**src/pdcc_pkg.sv**
```systemverilog
package pdcc_pkg;

  localparam int unsigned TimeBytes     = 4;
  localparam int unsigned TimeIdxW      = $clog2(TimeBytes);
  localparam int unsigned TimeW         = 8 * TimeBytes;
  localparam int unsigned MaxPayloadDef = 255;

  // frame position, one-hot
  typedef enum logic [5:0] {
    PosIdle = 6'b000001,
    PosLen  = 6'b000010,
    PosTime = 6'b000100,
    PosCkLo = 6'b001000,
    PosCkHi = 6'b010000,
    PosData = 6'b100000
  } pos_e;

  typedef struct packed {
    logic             payload_valid;
    logic [7:0]       payload_byte;
    logic [7:0]       payload_index;
    logic             last;
    logic [7:0]       packet_id;
    logic [7:0]       payload_length;
    logic [TimeW-1:0] time_stamp;
    logic             checksum_ok;
  } result_t;

endpackage

```
**src/pdcc_parser.sv**
```systemverilog
module pdcc_parser #(
  parameter int unsigned MaxPayload = pdcc_pkg::MaxPayloadDef
) (
  input  logic              clk_i,
  input  logic              rst_ni,
  input  logic              fire_i,
  input  logic [7:0]        byte_i,
  input  logic              sop_i,
  output logic              produce_o,
  output pdcc_pkg::result_t res_o
);

  pdcc_pkg::pos_e                  pos_q, pos_d;
  logic [pdcc_pkg::TimeIdxW-1:0]   time_idx_q, time_idx_d;
  logic [7:0]                      sum_lo_q, sum_lo_d, sum_hi_q, sum_hi_d;
  logic [7:0]                      id_q, id_d, len_q, len_d, cnt_q, cnt_d;
  logic [pdcc_pkg::TimeW-1:0]      time_q, time_d;
  logic [15:0]                     rx_sum_q, rx_sum_d;
  logic [7:0]                      acc_lo, acc_hi, cnt_inc;
  logic                            sum_match;

  // running sums with the current byte added
  assign acc_lo  = sum_lo_q + byte_i;
  assign acc_hi  = sum_hi_q + acc_lo;
  assign cnt_inc = cnt_q + 8'd1;

  always_comb begin
    pos_d      = pos_q;
    time_idx_d = time_idx_q;
    sum_lo_d   = sum_lo_q;
    sum_hi_d   = sum_hi_q;
    id_d       = id_q;
    len_d      = len_q;
    cnt_d      = cnt_q;
    time_d     = time_q;
    rx_sum_d   = rx_sum_q;
    produce_o  = 1'b0;
    res_o      = '0;
    sum_match  = 1'b0;

    if (sop_i) begin
      sum_lo_d   = byte_i;
      sum_hi_d   = byte_i;
      id_d       = byte_i;
      len_d      = '0;
      time_d     = '0;
      rx_sum_d   = '0;
      cnt_d      = '0;
      time_idx_d = '0;
      pos_d      = pdcc_pkg::PosLen;
    end else begin
      unique case (pos_q)
        pdcc_pkg::PosLen: begin
          if (byte_i > 8'(MaxPayload)) begin
            pos_d = pdcc_pkg::PosIdle;
          end else begin
            len_d    = byte_i;
            sum_lo_d = acc_lo;
            sum_hi_d = acc_hi;
            pos_d    = pdcc_pkg::PosTime;
          end
        end
        pdcc_pkg::PosTime: begin
          time_d[8*time_idx_q +: 8] = byte_i;
          sum_lo_d   = acc_lo;
          sum_hi_d   = acc_hi;
          time_idx_d = time_idx_q + 1'b1;
          if (time_idx_q == pdcc_pkg::TimeIdxW'(pdcc_pkg::TimeBytes - 1)) begin
            pos_d = pdcc_pkg::PosCkLo;
          end
        end
        pdcc_pkg::PosCkLo: begin
          rx_sum_d[7:0] = byte_i;
          pos_d         = pdcc_pkg::PosCkHi;
        end
        pdcc_pkg::PosCkHi: begin
          rx_sum_d[15:8] = byte_i;
          cnt_d          = '0;
          if (len_q == 8'd0) begin
            sum_match            = (sum_lo_q == rx_sum_q[7:0]) && (sum_hi_q == byte_i);
            produce_o            = 1'b1;
            res_o.last           = 1'b1;
            res_o.packet_id      = id_q;
            res_o.payload_length = len_q;
            res_o.time_stamp     = time_q;
            res_o.checksum_ok    = sum_match;
            pos_d                = pdcc_pkg::PosIdle;
          end else begin
            pos_d = pdcc_pkg::PosData;
          end
        end
        pdcc_pkg::PosData: begin
          sum_lo_d            = acc_lo;
          sum_hi_d            = acc_hi;
          cnt_d               = cnt_inc;
          produce_o           = 1'b1;
          res_o.payload_valid = 1'b1;
          res_o.payload_byte  = byte_i;
          res_o.payload_index = cnt_q;
          if (cnt_inc >= len_q) begin
            sum_match            = (acc_lo == rx_sum_q[7:0]) && (acc_hi == rx_sum_q[15:8]);
            res_o.last           = 1'b1;
            res_o.packet_id      = id_q;
            res_o.payload_length = len_q;
            res_o.time_stamp     = time_q;
            res_o.checksum_ok    = sum_match;
            pos_d                = pdcc_pkg::PosIdle;
          end
        end
        default: begin
          pos_d = pdcc_pkg::PosIdle;
        end
      endcase
    end
  end

  always_ff @(posedge clk_i or negedge rst_ni) begin
    if (!rst_ni) begin
      pos_q      <= pdcc_pkg::PosIdle;
      time_idx_q <= '0;
      sum_lo_q   <= '0;
      sum_hi_q   <= '0;
      id_q       <= '0;
      len_q      <= '0;
      cnt_q      <= '0;
      time_q     <= '0;
      rx_sum_q   <= '0;
    end else if (fire_i) begin
      pos_q      <= pos_d;
      time_idx_q <= time_idx_d;
      sum_lo_q   <= sum_lo_d;
      sum_hi_q   <= sum_hi_d;
      id_q       <= id_d;
      len_q      <= len_d;
      cnt_q      <= cnt_d;
      time_q     <= time_d;
      rx_sum_q   <= rx_sum_d;
    end
  end

endmodule

```
**src/pdcc_out_reg.sv**
```systemverilog
module pdcc_out_reg (
  input  logic              clk_i,
  input  logic              rst_ni,
  input  logic              load_i,
  input  pdcc_pkg::result_t res_i,
  input  logic              out_ready_i,
  output logic              can_load_o,
  output logic              out_valid_o,
  output pdcc_pkg::result_t res_o
);

  logic              valid_q, valid_d;
  pdcc_pkg::result_t res_q;

  assign can_load_o = !valid_q || out_ready_i;
  assign valid_d    = load_i || (valid_q && !out_ready_i);

  always_ff @(posedge clk_i or negedge rst_ni) begin
    if (!rst_ni) begin
      valid_q <= 1'b0;
    end else begin
      valid_q <= valid_d;
    end
  end

  always_ff @(posedge clk_i) begin
    if (load_i) begin
      res_q <= res_i;
    end
  end

  assign out_valid_o = valid_q;
  assign res_o       = res_q;

endmodule

```
**src/packet_deframer_checksum_check.sv**
```systemverilog
// Packet deframer with Fletcher-16 (mod 256) checksum check. Each input beat is one
// received byte; start_of_packet_i marks the frame id byte. A frame is id, length, four
// little-endian timestamp bytes, checksum low (sum1) and high (sum2), then length payload
// bytes. Header and checksum bytes give no output beat; each payload byte gives one beat
// with its index, and the final byte (the high checksum byte for an empty payload) also
// carries last, id, length, timestamp and checksum_ok. A start flag mid-frame drops the
// partial frame, a length above MaxPayload drops the frame, and bytes outside a frame are
// ignored. Throughput is one byte per clock while the output does not stall: a byte
// lands in the input register, the parser settles it combinationally (two 8-bit adds
// and a position step) and its result goes to the output register. Stalls on the output
// side back up through the input register.
module packet_deframer_checksum_check #(
  parameter int unsigned MaxPayload = pdcc_pkg::MaxPayloadDef
) (
  input  logic                        clk_i,
  input  logic                        rst_ni,
  input  logic                        in_valid_i,
  output logic                        in_ready_o,
  input  logic [7:0]                  rx_byte_i,
  input  logic                        start_of_packet_i,
  output logic                        out_valid_o,
  input  logic                        out_ready_i,
  output logic                        payload_valid_o,
  output logic [7:0]                  payload_byte_o,
  output logic [7:0]                  payload_index_o,
  output logic                        last_o,
  output logic [7:0]                  packet_id_o,
  output logic [7:0]                  payload_length_o,
  output logic [pdcc_pkg::TimeW-1:0]  time_stamp_o,
  output logic                        checksum_ok_o
);

  // input register
  logic       in_vld_q;
  logic [7:0] byte_q;
  logic       sop_q;

  logic              produce;
  logic              can_load;
  logic              advance;
  pdcc_pkg::result_t res_comb;
  pdcc_pkg::result_t res_out;

  // advance the held byte unless it makes a beat and the output slot is full
  assign advance    = in_vld_q && (!produce || can_load);
  assign in_ready_o = !in_vld_q || advance;

  always_ff @(posedge clk_i or negedge rst_ni) begin
    if (!rst_ni) begin
      in_vld_q <= 1'b0;
    end else if (in_ready_o) begin
      in_vld_q <= in_valid_i;
    end
  end

  // hold the payload while the byte waits
  always_ff @(posedge clk_i) begin
    if (in_ready_o && in_valid_i) begin
      byte_q <= rx_byte_i;
      sop_q  <= start_of_packet_i;
    end
  end

  pdcc_parser #(
    .MaxPayload(MaxPayload)
  ) u_parser (
    .clk_i    (clk_i),
    .rst_ni   (rst_ni),
    .fire_i   (advance),
    .byte_i   (byte_q),
    .sop_i    (sop_q),
    .produce_o(produce),
    .res_o    (res_comb)
  );

  pdcc_out_reg u_out_reg (
    .clk_i      (clk_i),
    .rst_ni     (rst_ni),
    .load_i     (advance && produce),
    .res_i      (res_comb),
    .out_ready_i(out_ready_i),
    .can_load_o (can_load),
    .out_valid_o(out_valid_o),
    .res_o      (res_out)
  );

  assign payload_valid_o  = res_out.payload_valid;
  assign payload_byte_o   = res_out.payload_byte;
  assign payload_index_o  = res_out.payload_index;
  assign last_o           = res_out.last;
  assign packet_id_o      = res_out.packet_id;
  assign payload_length_o = res_out.payload_length;
  assign time_stamp_o     = res_out.time_stamp;
  assign checksum_ok_o    = res_out.checksum_ok;

endmodule
```
**config.mk**
```make
export PLATFORM = sky130hd
export DESIGN_NAME = packet_deframer_checksum_check
export DESIGN_NICKNAME = d
export VERILOG_FILES = /design/src/pdcc_pkg.sv /design/src/pdcc_parser.sv /design/src/pdcc_out_reg.sv /design/src/packet_deframer_checksum_check.sv
export SDC_FILE = /design/constraint.sdc
export NUM_CORES = 1
export LEC_CHECK = 0
export BUFFER_PORTS_ARGS = -buffer_cell sky130_fd_sc_hd__buf_2
export CAP_MARGIN = 20
export CORE_AREA = 2 2 143 145
export CTS_CLUSTER_SIZE = 28
export DETAILED_ROUTE_END_ITERATION = 12
export DIE_AREA = 0 0 145 147
export PLACE_DENSITY_LB_ADDON = 0.3
export REMOVE_ABC_BUFFERS = 1
export SLEW_MARGIN = 20
export SYNTH_ARGS = -nofsm -noshare
export SYNTH_HDL_FRONTEND = slang
export SYNTH_SLANG_ARGS = --single-unit
```
**constraint.sdc**
```tcl
create_clock -name clk_i -period 10.2 [get_ports clk_i]
set_input_delay 0 -clock clk_i [delete_from_list [all_inputs] [get_ports clk_i]]
set_output_delay 0 -clock clk_i [all_outputs]
set_load 0.01 [all_outputs]
```
Yosys cells after proc, flatten, opt, wreduce, memory -nomap -nowiden
Index checks and enable logic that the tools add are counted.
{"block": "totals", "output_inout_bits": 69, "ff_bits": 174, "word_cells": 109, "input_bits": 13}
{"block": "classes", "shifts": 2, "n_bitwise": 1, "add_sub_neg": 5, "n_reduce_logical": 31, "eq_ne": 14, "n_lt_le_gt_ge": 2, "mux": 32}
{"cell": "two-way mux 50 bit", "n": 2}
{"cell": "case mux 50 bit (2 select lines)", "n": 1}
{"cell": "two-way mux 8 bit", "n": 10}
{"cell": "two-way mux 32 bit", "n": 2}
{"cell": "case mux 8 bit (2 select lines)", "n": 3}
{"cell": "negation 5 -> 34 bit", "n": 1}
{"cell": "variable shift 8 x 34 -> 32 bit (first input constant)", "n": 1}
{"cell": "indexed part select 8 x 34 -> 32 bit", "n": 1}
{"cell": "bitwise mux 32 bit", "n": 1}
{"cell": "== test 8 bit", "n": 4}
{"cell": "case mux 6 bit (5 select lines)", "n": 1}
{"cell": "two-way mux 6 bit", "n": 4}
{"cell": "two-way mux 17 bit", "n": 1}
{"cell": "adder 8 bit", "n": 2}
{"cell": "two-way mux 16 bit", "n": 1}
{"cell": "AND reduction 2 bit", "n": 5}
{"cell": "AND reduction 3 bit", "n": 3}
{"cell": "adder 8 x 1 -> 8 bit (second input constant)", "n": 1}
{"cell": ">= comparator 8 bit", "n": 1}
{"cell": "greater-than comparator 8 bit (second input constant)", "n": 1}
{"cell": "zero test 8 bit", "n": 1}
{"cell": "nonzero test 2 bit", "n": 4}
{"cell": "== test 6 x 2 -> 1 bit (second input constant)", "n": 1}
{"cell": "== test 6 x 3 -> 1 bit (second input constant)", "n": 1}
{"cell": "other kinds (18)", "n": 34}

Depth between registers and ports, before layout
{"block": "logic_depth", "ltp_word": 9, "ltp_mapped": 16}

By module
From an unflattened synthesis, not the netlist that was laid out.
{"block": "unflattened", "hier_cells": 805, "area_unflattened_um2": 8710.9}
{"module": "pdcc_parser", "area_each_um2": 6302.3, "seq_area_each_um2": 2403.6, "cells_each": 719, "n_inst": 1}
{"module": "pdcc_out_reg", "area_each_um2": 2059.5, "seq_area_each_um2": 2037.0, "cells_each": 70, "n_inst": 1}
{"module": "packet_deframer_checksum_check", "area_each_um2": 349.1, "seq_area_each_um2": 295.3, "cells_each": 16, "n_inst": 1}

Least setup slack after synthesis
No wires, ideal clock.
{"block": "synth_path", "path_kind": "register to register", "from": "register byte_q[3]", "to": "register u_out_reg.res_q, in the netlist u_out_reg.res_o[0] (data pin)", "t_arrival_ps": 3278, "path_buffers": 1, "setup_slack_ps": 6753, "stages_incl_launch_ff": 15, "synth_period_minus_slack_ps": 3447, "setup_ps": 169, "cell_sequence": "edfxtp_1 -> ha_1 -> a21oi_1 -> nand2_1 -> a21o_1 -> a21oi_1 -> xnor2_1 -> ha_1 -> clkbuf_1 -> nor4b_1 -> nor4_1 -> o311ai_0 -> a2111oi_0 -> nand3_1 -> o31ai_1"}
{"block": "synth_between", "elab_chain_cells": 6, "word_cells_on_any_way": 10, "classes_between": "2 x add/sub; 3 x eq/ne; 3 x mux; 2 x reduce/logical"}
{"element": "start: declaration", "line_no": "packet_deframer_checksum_check.sv:35", "source": "logic [7:0] byte_q;"}
{"element": "start signal: assignment", "line_no": "packet_deframer_checksum_check.sv:59", "source": "byte_q <= rx_byte_i;"}
{"element": "adder 8 bit", "line_no": "pdcc_parser.sv:23", "source": "assign acc_lo = sum_lo_q + byte_i;"}
{"element": "adder 8 bit", "line_no": "pdcc_parser.sv:24", "source": "assign acc_hi = sum_hi_q + acc_lo;"}
{"element": "== test 8 bit", "line_no": "pdcc_parser.sv:101", "source": "sum_match = (acc_lo == rx_sum_q[7:0]) && (acc_hi == rx_sum_q[15:8]);"}
{"element": "logical AND 1 bit", "line_no": "pdcc_parser.sv:101"}
{"element": "two-way mux 50 bit", "line_no": "pdcc_parser.sv:100", "source": "if (cnt_inc >= len_q) begin"}
{"element": "case mux 50 bit (2 select lines) *", "line_no": "pdcc_parser.sv:52", "source": "unique case (pos_q)"}
{"element": "end signal: assignment", "line_no": "pdcc_out_reg.sv:28", "source": "res_q <= res_i;"}
{"element": "end: declaration", "line_no": "pdcc_out_reg.sv:13", "source": "pdcc_pkg::result_t res_q;"}
Mark *: on every way between the ends. The rest lies on a longest branch, timed or not.
A chain may end at the register's enable or synchronous reset.

Worst setup path after layout
{"block": "layout_path", "from": "register byte_q[0]", "to": "register u_parser.sum_hi_q[7]"}
{"block": "layout_between", "elab_chain_cells": 5, "word_cells_on_any_way": 8, "classes_between": "2 x add/sub; 1 x order compare; 1 x eq/ne; 3 x mux; 1 x reduce/logical"}
{"element": "adder 8 bit", "line_no": "pdcc_parser.sv:23"}
{"element": "adder 8 bit", "line_no": "pdcc_parser.sv:24"}
{"element": "two-way mux 8 bit", "line_no": "pdcc_parser.sv:54", "source": "if (byte_i > 8'(MaxPayload)) begin"}
{"element": "case mux 8 bit (2 select lines)", "line_no": "pdcc_parser.sv:52"}
{"element": "two-way mux 8 bit", "line_no": "pdcc_parser.sv:41", "source": "if (sop_i) begin"}
{"element": "end signal: assignment", "line_no": "pdcc_parser.sv:132", "source": "sum_hi_q <= sum_hi_d;"}
{"element": "end: declaration", "line_no": "pdcc_parser.sv:15", "source": "logic [7:0] sum_lo_q, sum_lo_d, sum_hi_q, sum_hi_d;"}
Several ways; a longest one is shown, not always the timed one. The select of a mux whose other input is x is not followed.

==> out/qor.yml <==
run_status:
  status: "finished, final reports clean"
pwr:
  leakage_nw: 4.114
  cellPowerDensity_nw_per_um2: 236.9
  ir_drop_v: 0.0001451
floorplanning:
  dieHeight_um: 147
  core-area_um2: 19840
  die_area_um2: 21320
  io_pins: 82
  die_x_um: 145
  start_util_pct: 44.01
  placementRows: 52
place:
  dp.cells: 1093
  placed_cell_area_um2: 9323
  dp_hpwl_mm: 13.24
  gp_congestion: 0.8662
  port_buffers: 81
clocking:
  cts_resized: 0
  cts.sinks: 174
  cts_tree: "built"
  postCtsSetupRepairBufs: 0
  cts_root_buffer: "clkbuf_16"
  clk_pin_slew_ns: 0.07
  clkLatencyLatePin_ns: 0.43
  clockBufferDepth: 2
  htree_levels: 4
  cts_buffers: 17
timing:
  maxSlewHeadroom_pct: 38.30
  hold_viol_final: 0
  rsz0062_at_grt: "no"
  worst_slew_pin_slew_ns: 0.9255
  finClkSkew_ns: 0.008779
  period_share_pct: 38.71
  timing.fmax_mhz: 253.3
  setup_viol: 0
  fin_crit_ns: 3.948
  drv_slew: 0
  fin_tns_setup_ns: 0
finish:
  final_cells: 1137
  finalNetCount: 897
  drive_gt1_share_pct: 18.69
  syn2layout_area_growth_pct: 14.69
  final_area_um2: 10020
  diodes: 0
global_routing:
  antenna_found_initial: 0
  grt_overflow: 0
  grt_pass1_vias: 5876
  grt_max_degree: 62
  track_usage_pct: 18.99
  grt_pass1_wl_mm: 31.99
route:
  drt-wirelength-per-cell_um: 17.20
  num_vias: 6100
  drt_iter0_markers: 417
  via_per_inst: 5.365
  ant_nets: 0
  drt_pass1_iterations: 5
  drcViolationCount: 0
  routed_wl_mm: 19.56
setup_path:
  worstPathArrival_ns: 4.28
  startpoint_type: "flip-flop"
  endpoint_kind: "flip-flop"
  crit_fanout: 9
  critical_path_class: "flip-flop to flip-flop"
  cp.required_ns: 10.53
run:
  cap_violations: 0
logic_synthesis:
  async_reset_ff_share_pct: 56.32
  synth_ff_type: "dfrtp_1"
  synth.avg_cell_area_um2: 11.17
  netlist.area_leader.share_pct: 27.79
  yosysUniqueCellTypes: 73
  synth_edf_count: 76
  synth_seq_cells: 174
  netlist_area_um2: 8733
  synth_largest_area_cell: "dfrtp_1"
  yosysWarnings: 0
  synth_cells: 782
  synthTopCellsByArea: "dfrtp_1 (28%), edfxtp_1 (26%), ha_1 (4.0%)"
  synth_seq_area_share_pct: 54.23
min_path:
  hp-class: "input pin to async pin"
==> path summary, 6_finish.rpt <==
check                           depth (start not counted)                            start                               end  slack [ns]
worst max-delay path                                   13              byte_q[0]$_DFFE_PP_  u_parser.sum_hi_q[7]$_DFFE_PN0P_        6.25
worst min-delay path                                    2                           rst_ni     u_parser.cnt_q[7]$_DFFE_PN0P_        0.07
worst max register to register                         13              byte_q[0]$_DFFE_PP_  u_parser.sum_hi_q[7]$_DFFE_PN0P_        6.25
worst min register to register                          2  u_parser.time_q[10]$_DFFE_PN0P_   u_parser.time_q[10]$_DFFE_PN0P_        0.49
max in group asynchronous                               3                           rst_ni  u_parser.sum_lo_q[1]$_DFFE_PN0P_        8.94
min in group clk_i                                      2                start_of_packet_i                   sop_q$_DFFE_PP_        0.29
==> routing by layer <==
metal	part of all wire, %	global-route usage [%]	vias up
met5	0	0	-
li1	-	-	2968
met1	47	25.61	2963
met2	47	30.67	142
met4	2.1	7.030	0
met3	3.5	3.758	27
==> synthesized netlist by cell type, drive strengths merged (3+ instances only) <==
| library cell | count |
|---|---|
| dfrtp | 97 |
| edfxtp | 76 |
| nand2 | 65 |
| o21ai | 60 |
| and2 | 48 |
| nor2 | 40 |
| a21oi | 39 |
| xnor2 | 31 |
| mux2 | 29 |
| clkbuf | 28 |
| ha | 28 |
| nand3 | 25 |
| xor2 | 23 |
| inv | 21 |
| buf | 20 |
| nor4 | 20 |
| o41ai | 16 |
| nor2b | 14 |
| nor3 | 13 |
| nand4 | 8 |
| a32o | 6 |
| and3 | 6 |
| mux2i | 6 |
| nand3b | 6 |
| nand2b | 5 |
| o31ai | 5 |
| a31oi | 4 |
| a21o | 3 |
| o21a | 3 |
| o22ai | 3 |
==> what timing repair did <==
action                     in CTS  in global routing
hold endpoints to repair       48                  0
hold buffers                   12                  0
setup endpoints to repair       0                  0
==> flip-flops by register name (all words and copies together), names as in the netlist, 2 cells and up <==
signal,cells
u_parser.id_q,8
u_parser.sum_hi_q,8
u_parser.cnt_q,8
u_parser.sum_lo_q,8
u_parser.pos_q,6
u_parser.len_q,8
byte_q,8
u_out_reg.res_o,67
u_parser.rx_sum_q,16
u_parser.time_idx_q,2
u_parser.time_q,32
==> kinds of logic (layout without fill, tap and decap cells) <==
logic type | after synthesis | after routing | share of synthesized area [%]
AND/OR/NAND/NOR | 263 | 263 | 16.13
flip-flops | 174 | 174 | 54.23
AO/OA/AOI/OAI | 156 | 156 | 11.85
XOR/XNOR | 54 | 54 | 5.415
multiplexers | 35 | 35 | 4.470
buffers and inverters | 70 | 155 | 3.438
adder cells (fa/ha/maj) | 30 | 30 | 4.470
==> critical path, cell delays in order (launching register included) <==
cell and delay (ns):
edfxtp_1 0.52, ha_1 0.29, fa_1 0.41, nand3_1 0.10
nand2_1 0.12, xnor2_1 0.36, ha_1 0.32, a21oi_1 0.15
nand2_1 0.07, a41oi_1 0.44, o21ai_0 0.29, xnor2_1 0.26
mux2_4 0.32, a221oi_2 0.20
==> metrics by stage <==
step | hold WS, ns | power [W] | utilization (%) | setup slack (ns)
6_report | 0.07132 | 0.002373 | 50.47 | 6.252
5_1_grt | 0.1014 | 0.002507 | 50.47 | 5.899
3_3_place_gp | 0.002618 | 0.001730 | 46.98 | 6.357
2_1_floorplan | -0.2956 | 0.001524 | - | 6.688
4_1_cts | 0.08356 | 0.002373 | 50.45 | 6.269
3_5_place_dp | 0.004235 | 0.001731 | 46.98 | 6.281
==> placed cells by master, fill, tap and decap left out, types with 25 or more instances in the layout <==
cell type | Yosys | routed
nand3_1 | 25 | 25
xnor2_1 | 31 | 31
o21ai_0 | 57 | 57
edfxtp_1 | 76 | 76
nand2_1 | 65 | 65
dfrtp_1 | 97 | 97
a21oi_1 | 36 | 35
nor2_1 | 36 | 36
buf_2 | 10 | 80
and2_1 | 48 | 48
ha_1 | 28 | 28
==> layout make-up <==
cell class,instances,area [µm²]
multi-input cells,538,3702
well taps,270,337.8
clock inverters,14,140.1
fillers,1758,9828
repair buffers,101,588.1
flip-flops and latches,174,4736
inverters,22,82.58
clock buffers,18,429.2
==> power by group <==
group	switching [W]	internal, W
clock network	0.000276	0.000361
logic	0.000500	0.000373
registers	0.0000724	0.000790
(Power assumes the default switching activity.)
